## src/rtl/ipv4v_pkg.sv

```systemverilog
// ipv4v_pkg: status codes, character constants and the octet judge
// shared by the dotted-quad validator modules; no dependencies
package ipv4v_pkg;

	localparam logic [2:0] ST_OK        = 3'd0;
	localparam logic [2:0] ST_LENGTH    = 3'd1;
	localparam logic [2:0] ST_EMPTY     = 3'd2;
	localparam logic [2:0] ST_NON_DIGIT = 3'd3;
	localparam logic [2:0] ST_OCT_OVER  = 3'd4;
	localparam logic [2:0] ST_LAST_OVER = 3'd5;
	localparam logic [2:0] ST_DOTS      = 3'd6;

	localparam logic [7:0] CH_DOT  = 8'h2E;
	localparam logic [7:0] CH_ZERO = 8'h30;
	localparam logic [7:0] CH_NINE = 8'h39;

	localparam logic [4:0] LEN_MIN = 5'd7;
	localparam logic [4:0] LEN_MAX = 5'd15;
	localparam logic [4:0] LEN_SAT = 5'd16;
	localparam logic [8:0] OCT_MAX = 9'd255;
	localparam logic [8:0] OCT_SAT = 9'd256;
	localparam logic [2:0] DOTS_NEEDED = 3'd3;
	localparam logic [2:0] DOTS_SAT    = 3'd4;

	// verdict on a closed octet; over_code differs for the final octet
	function automatic logic [2:0] judge_octet(
		input logic       nonempty,
		input logic       bad_char,
		input logic [8:0] value,
		input logic [2:0] over_code
	);
		logic [2:0] res;
		if (!nonempty) begin
			res = ST_EMPTY;
		end else if (bad_char) begin
			res = ST_NON_DIGIT;
		end else if (value > OCT_MAX) begin
			res = over_code;
		end else begin
			res = ST_OK;
		end
		return res;
	endfunction

endpackage

```

## src/rtl/ipv4v_scan.sv

```systemverilog
// ipv4v_scan: per-string scan state and the single-pass update for one beat
// depends on ipv4v_pkg
module ipv4v_scan (
	input  logic       clk,
	input  logic       arst_n,
	input  logic       step,
	input  logic       has_char,
	input  logic [7:0] ch,
	input  logic       last,
	output logic [2:0] status
);

	logic [4:0] char_count_q;
	logic [8:0] octet_value_q;
	logic       octet_nonempty_q;
	logic       octet_bad_char_q;
	logic [2:0] dot_count_q;
	logic [2:0] first_error_q;

	logic [4:0]  char_count_n;
	logic [8:0]  octet_value_n;
	logic        octet_nonempty_n;
	logic        octet_bad_char_n;
	logic [2:0]  dot_count_n;
	logic [2:0]  first_error_n;
	logic        is_dot;
	logic        is_digit;
	logic [3:0]  digit_raw;
	logic [12:0] acc;
	logic [2:0]  dot_err;
	logic [2:0]  tail_err;

	assign is_dot    = (ch == ipv4v_pkg::CH_DOT);
	assign is_digit  = (ch >= ipv4v_pkg::CH_ZERO) && (ch <= ipv4v_pkg::CH_NINE);
	assign digit_raw = 4'(ch - ipv4v_pkg::CH_ZERO);
	assign acc       = {4'b0, octet_value_q} * 13'd10 + {9'b0, digit_raw};
	assign dot_err   = ipv4v_pkg::judge_octet(octet_nonempty_q, octet_bad_char_q,
		octet_value_q, ipv4v_pkg::ST_OCT_OVER);

	always_comb begin
		char_count_n     = char_count_q;
		octet_value_n    = octet_value_q;
		octet_nonempty_n = octet_nonempty_q;
		octet_bad_char_n = octet_bad_char_q;
		dot_count_n      = dot_count_q;
		first_error_n    = first_error_q;
		if (has_char) begin
			if (char_count_q < ipv4v_pkg::LEN_SAT) begin
				char_count_n = char_count_q + 5'd1;
			end
			if (is_dot) begin
				if (first_error_q == ipv4v_pkg::ST_OK) begin
					first_error_n = dot_err;
				end
				if (dot_count_q < ipv4v_pkg::DOTS_SAT) begin
					dot_count_n = dot_count_q + 3'd1;
				end
				octet_value_n    = '0;
				octet_nonempty_n = 1'b0;
				octet_bad_char_n = 1'b0;
			end else begin
				octet_nonempty_n = 1'b1;
				if (is_digit) begin
					// long digit runs pin at 256
					octet_value_n = (acc > {4'b0, ipv4v_pkg::OCT_SAT}) ?
						ipv4v_pkg::OCT_SAT : acc[8:0];
				end else begin
					octet_bad_char_n = 1'b1;
				end
			end
		end
	end

	assign tail_err = ipv4v_pkg::judge_octet(octet_nonempty_n, octet_bad_char_n,
		octet_value_n, ipv4v_pkg::ST_LAST_OVER);

	always_comb begin
		if (char_count_n < ipv4v_pkg::LEN_MIN || char_count_n > ipv4v_pkg::LEN_MAX) begin
			status = ipv4v_pkg::ST_LENGTH;
		end else if (first_error_n != ipv4v_pkg::ST_OK) begin
			status = first_error_n;
		end else if (tail_err != ipv4v_pkg::ST_OK) begin
			status = tail_err;
		end else if (dot_count_n != ipv4v_pkg::DOTS_NEEDED) begin
			status = ipv4v_pkg::ST_DOTS;
		end else begin
			status = ipv4v_pkg::ST_OK;
		end
	end

	always_ff @(posedge clk or negedge arst_n) begin
		if (!arst_n) begin
			char_count_q     <= '0;
			octet_value_q    <= '0;
			octet_nonempty_q <= 1'b0;
			octet_bad_char_q <= 1'b0;
			dot_count_q      <= '0;
			first_error_q    <= '0;
		end else if (step) begin
			if (last) begin
				// string done, start fresh
				char_count_q     <= '0;
				octet_value_q    <= '0;
				octet_nonempty_q <= 1'b0;
				octet_bad_char_q <= 1'b0;
				dot_count_q      <= '0;
				first_error_q    <= '0;
			end else begin
				char_count_q     <= char_count_n;
				octet_value_q    <= octet_value_n;
				octet_nonempty_q <= octet_nonempty_n;
				octet_bad_char_q <= octet_bad_char_n;
				dot_count_q      <= dot_count_n;
				first_error_q    <= first_error_n;
			end
		end
	end

endmodule

```

## src/rtl/ipv4_dotted_quad_validator_top.sv

```systemverilog
// IPv4 dotted-quad validator.
// Input channel: in_valid / in_stall carry one character beat (has_char, ch,
// last); a string is its characters with last on the final beat, and an empty
// string is a single beat with has_char low and last high.
// Output channel: out_valid / out_stall carry one status beat per string,
// produced by the beat with last set: 0 ok, 1 length, 2 empty octet,
// 3 non-digit, 4 octet over 255, 5 final octet over 255, 6 dot count.
// A beat is taken at a clock edge with valid high and stall low.
// The last beat is held in the input register, and its status is registered
// in the status register once that register is free.
// Throughput: one beat per cycle while in_stall is low; the scan is a single pass
// between the input register and the status register.
// When the receiver stalls, the status register holds; further character
// beats still flow in, and only a second last beat waits in the input
// register, which then raises in_stall.
// Reset (arst_n low) empties both registers and clears the scan state.
// depends on ipv4v_pkg and ipv4v_scan
module ipv4_dotted_quad_validator_top (
	input  logic       clk,
	input  logic       arst_n,
	input  logic       in_valid,
	output logic       in_stall,
	input  logic       has_char,
	input  logic [7:0] ch,
	input  logic       last,
	output logic       out_valid,
	input  logic       out_stall,
	output logic [2:0] status
);

	logic       valid_s1;
	logic       has_char_s1;
	logic [7:0] ch_s1;
	logic       last_s1;
	logic       advance;
	logic       in_take;
	logic [2:0] status_n;
	logic       out_valid_q;
	logic [2:0] status_q;

	// a non-last beat never needs the output slot
	assign advance  = valid_s1 && (!last_s1 || !out_valid_q || !out_stall);
	assign in_stall = valid_s1 && !advance;
	assign in_take  = in_valid && !in_stall;

	always_ff @(posedge clk or negedge arst_n) begin
		if (!arst_n) begin
			valid_s1 <= 1'b0;
		end else if (in_take) begin
			valid_s1 <= 1'b1;
		end else if (advance) begin
			valid_s1 <= 1'b0;
		end
	end

	always_ff @(posedge clk) begin
		if (in_take) begin
			has_char_s1 <= has_char;
			ch_s1       <= ch;
			last_s1     <= last;
		end
	end

	ipv4v_scan u_scan (
		.clk      (clk),
		.arst_n   (arst_n),
		.step     (advance),
		.has_char (has_char_s1),
		.ch       (ch_s1),
		.last     (last_s1),
		.status   (status_n)
	);

	always_ff @(posedge clk or negedge arst_n) begin
		if (!arst_n) begin
			out_valid_q <= 1'b0;
		end else if (advance && last_s1) begin
			out_valid_q <= 1'b1;
		end else if (!out_stall) begin
			out_valid_q <= 1'b0;
		end
	end

	always_ff @(posedge clk) begin
		if (advance && last_s1) begin
			status_q <= status_n;
		end
	end

	assign out_valid = out_valid_q;
	assign status    = status_q;

endmodule
```

## config.mk

```make
export PLATFORM = sky130hd
export DESIGN_NAME = ipv4_dotted_quad_validator_top
export DESIGN_NICKNAME = d
export VERILOG_FILES = /design/src/rtl/ipv4v_pkg.sv /design/src/rtl/ipv4v_scan.sv /design/src/rtl/ipv4_dotted_quad_validator_top.sv
export SDC_FILE = /design/constraint.sdc
export NUM_CORES = 1
export LEC_CHECK = 0
export ABC_AREA = 1
export ABC_CLOCK_PERIOD_IN_PS = 3780
export BUFFER_PORTS_ARGS = -buffer_cell sky130_fd_sc_hd__buf_2
export CAP_MARGIN = 40
export CORE_MARGIN = 2
export CORE_UTILIZATION = 30
export CTS_BUF_LIST = sky130_fd_sc_hd__clkbuf_4 sky130_fd_sc_hd__clkbuf_8
export CTS_CLUSTER_DIAMETER = 30
export DETAILED_ROUTE_END_ITERATION = 10
export GPL_TIMING_DRIVEN = 0
export PLACE_DENSITY = 0.43
export REMOVE_ABC_BUFFERS = 1
export SKIP_CTS_REPAIR_TIMING = 1
export SYNTH_ARGS = -nofsm -noshare
export SYNTH_HDL_FRONTEND = slang
export SYNTH_HIERARCHICAL = 1
export SYNTH_SLANG_ARGS = --single-unit
export TNS_END_PERCENT = 5
```

## constraint.sdc

```tcl
create_clock -name clk -period 3.78 [get_ports clk]
set_input_delay 0.378 -clock clk [delete_from_list [all_inputs] [get_ports clk]]
set_output_delay 0.378 -clock clk [all_outputs]
set_load 0.05 [all_outputs]
```

==> results.cfg <==
[power]
vdd.ir_drop.worst_uv = 178
power_density_nw_per_um2 = 373
power.total_uw = 1190
power.leakage_uw = 0.00157

[clock_network]
ctsHtreeMaxLevel = 2
cts_tree = done
cts_num_sinks = 37
clock_buffer_depth = 2
ctsRootBufferMaster = sky130_fd_sc_hd__clkbuf_8
clock_insertion_delay_at_the_later_pin_of_the_skew_report_ps = 290
cts_inserted_buffers = 5
clkTransAtPathRegs_ps = 80

[synthesis]
synth.largest_area_cell = sky130_fd_sc_hd__dfrtp_1
ys_seq_elements = 37
synth.avg_cell_area_sq_um = 7.15
syn_area_sq_um = 2850
async_flop_share_pct = 64.9
synth.top_cells.by_count = 122 x sky130_fd_sc_hd__nand2_1, 53 x sky130_fd_sc_hd__inv_1, 43 x sky130_fd_sc_hd__nor2_1, 24 x sky130_fd_sc_hd__dfrtp_1, 24 x sky130_fd_sc_hd__nand3_1
sequential_area_share_after_synthesis_pct = 34.7
edff_count_synth = 13
synth.area.top_cells = sky130_fd_sc_hd__dfrtp_1 21%, sky130_fd_sc_hd__nand2_1 16%, sky130_fd_sc_hd__edfxtp_1 14%, sky130_fd_sc_hd__ha_1 8.3%, sky130_fd_sc_hd__inv_1 7.0%
synth.yosys.warnings = 6
syn_inst = 399
synth_top_cell_area_share_pct = 21.0
synth_most_common_cell = sky130_fd_sc_hd__nand2_1
synth_cell_types = 35
ys_dominant_reg_cell = sky130_fd_sc_hd__dfrtp_1

[drt]
vias_per_cell = 4.56
detailroute.via_count = 2485
drcViolationCount = 0
detailedRoute.firstPassIterationCount = 4
iteration_0_drc_markers = 100
drt-wirelength-per-cell_um = 11.7
postRouteWirelength_mm = 6.40
route.antenna.remaining_nets = 0

[cells_and_area]
layout.nets = 450
synthToLayoutAreaGrowth_pct = 11.4
fin_area_sq_um = 3180
drive_gt1_share_pct = 13.5
antenna-diode-count = 0
post-route-util_pct = 34.4

[sta]
fin_skew_ps = 8.67
period_minus_slack_ps = 3010
drv_slew = 0
maxClockFrequency_mhz = 332
rsz0062_at_grt = no
max-slew-margin-rel_pct = 50.9
setup_viol = 0
max_slew.worst_pin.slew_ps = 734
hold_viol = 0
final.setup.tns_ps = 0
final.period_utilization_pct = 79.6

[critical_path]
worstPathMaxFanout = 9
cp_arrival_ps = 3040
setup.worst_path.class = flip-flop to flip-flop
crit_required_ps = 3810
endpoint_kind = flip-flop
crit_path_start_kind = flip-flop

[global_routing]
grt_remaining_overflow = 0
grt_pass1_vias = 2406
grt.total_usage_pct = 14.1
grt_start_max_net_pins = 25
grt_antenna_before_repair = 0
grt_pass1_wl_mm = 11.5

[worst_hold_path]
hold_path.class = input pin to asynchronous set/reset pin

[floorplan]
initial_cell_density_of_the_core_pct = 30.9
boundaryPins = 19
die-area_sq_um = 10300
fp.coreArea_sq_um = 9240
row_count = 35
fp.dieW_um = 102
die_h_um = 102

[placed_design]
portBuffers = 18
placedInstanceArea_sq_um = 3060
place.gp.congestion = 0.765
dp_hpwl_mm = 4.84

[flow_run]
max-cap-violations = 0

[run_status]
outcome = finished, final reports clean
final timing paths:
kind                                    startpoint  slack, ps  cells after the start                      end
setup / recovery           u_scan/octet_value_q[1]        770                     12                status[0]
hold / removal                              arst_n         80                      1  u_scan/octet_nonempty_q
setup reg to reg           u_scan/octet_value_q[1]        770                     12                status[0]
hold reg to reg              u_scan/dot_count_q[1]        540                      2    u_scan/dot_count_q[1]
max in group asynchronous                   arst_n       3290                      1  u_scan/octet_bad_char_q
min in group clk                              last        260                      1                  last_s1
power by group:
group          internal, uW  switching (uW)
combinational           119             230
sequential              443            29.5
clock                   222             142
total                   784             402
layout make-up:
type | count | area (sq um)
fillers | 988 | 6060
multi-input cells | 296 | 1600
flip-flops and latches | 37 | 991
inverters | 56 | 210
well taps | 129 | 161
repair buffers | 19 | 97.6
clock buffers | 7 | 90.1
clock inverters | 1 | 30.0
flip-flops by register name, summed over array words and instances (netlist names), 3 cells and up:
| signal | cells |
|---|---|
| ch_s1 | 8 |
| status | 3 |
| u_scan/char_count_q | 5 |
| u_scan/dot_count_q | 3 |
| u_scan/first_error_q | 3 |
| u_scan/octet_value_q | 9 |
worst max-delay path: stages (launching register included):
cell                      delay [ps]
sky130_fd_sc_hd__dfrtp_1         470
sky130_fd_sc_hd__ha_1            330
sky130_fd_sc_hd__ha_1            240
sky130_fd_sc_hd__fa_1            630
sky130_fd_sc_hd__nand3_4         130
sky130_fd_sc_hd__nor2_4          140
sky130_fd_sc_hd__nand3_4         100
sky130_fd_sc_hd__o21ai_4         250
sky130_fd_sc_hd__nand3_2         120
sky130_fd_sc_hd__nand2_2         100
sky130_fd_sc_hd__nand3_1          80
sky130_fd_sc_hd__nand2_1          90
sky130_fd_sc_hd__nand3_1          60
per-stage QoR:
stage,setup WS (ps),hold slack (ps),std cells
after floorplan,1090,82.4,389
after global placement,750,422,536
after detailed placement,761,423,537
after CTS,728,102,545
after global routing,500,112,545
final,770,77.9,545
cells in the final DEF (no fill, tap or decap), types with 2 or more instances in the layout:
cell | synthesis | final
sky130_fd_sc_hd__a21oi_1 | 19 | 19
sky130_fd_sc_hd__a21oi_2 | 2 | 2
sky130_fd_sc_hd__buf_2 | 2 | 18
sky130_fd_sc_hd__clkbuf_8 | 0 | 6
sky130_fd_sc_hd__clkinv_1 | 2 | 2
sky130_fd_sc_hd__dfrtp_1 | 24 | 24
sky130_fd_sc_hd__edfxtp_1 | 13 | 13
sky130_fd_sc_hd__fa_1 | 2 | 2
sky130_fd_sc_hd__ha_1 | 19 | 19
sky130_fd_sc_hd__inv_1 | 53 | 53
sky130_fd_sc_hd__nand2_1 | 122 | 122
sky130_fd_sc_hd__nand2_2 | 12 | 12
sky130_fd_sc_hd__nand3_1 | 24 | 24
sky130_fd_sc_hd__nand3_2 | 3 | 3
sky130_fd_sc_hd__nand3_4 | 2 | 2
sky130_fd_sc_hd__nand3b_1 | 2 | 2
sky130_fd_sc_hd__nand4_1 | 13 | 13
sky130_fd_sc_hd__nor2_1 | 43 | 43
sky130_fd_sc_hd__nor2_2 | 4 | 4
sky130_fd_sc_hd__nor2_4 | 2 | 2
sky130_fd_sc_hd__nor3_1 | 2 | 2
sky130_fd_sc_hd__o21ai_0 | 6 | 6
sky130_fd_sc_hd__o21ai_1 | 3 | 3
sky130_fd_sc_hd__o22ai_1 | 6 | 6
sky130_fd_sc_hd__xor2_1 | 4 | 4
per-layer routing:
layer  vias to the layer above  part of all wire [%]  GRT usage [%]  wire (um)
li1                       1316                     -              -          -
met1                      1123                    51           19.9       3260
met2                        44                    45           22.2       2910
met3                         2                   3.1           3.17        197
met4                         0                  0.48           2.91         31
met5                         -                     0              0          0
cells by family after synthesis:
family | after synthesis | synth area share (%)
and+or+nand+nor | 231 | 36.7
AOI/OAI and AO/OA | 40 | 8.37
buffers and inverters | 66 | 9.29
xor gates and xnor gates | 4 | 1.23
adders and majority gates | 21 | 9.73
DFF | 37 | 34.7
Note: power is estimated with default switching activity, not from simulation.
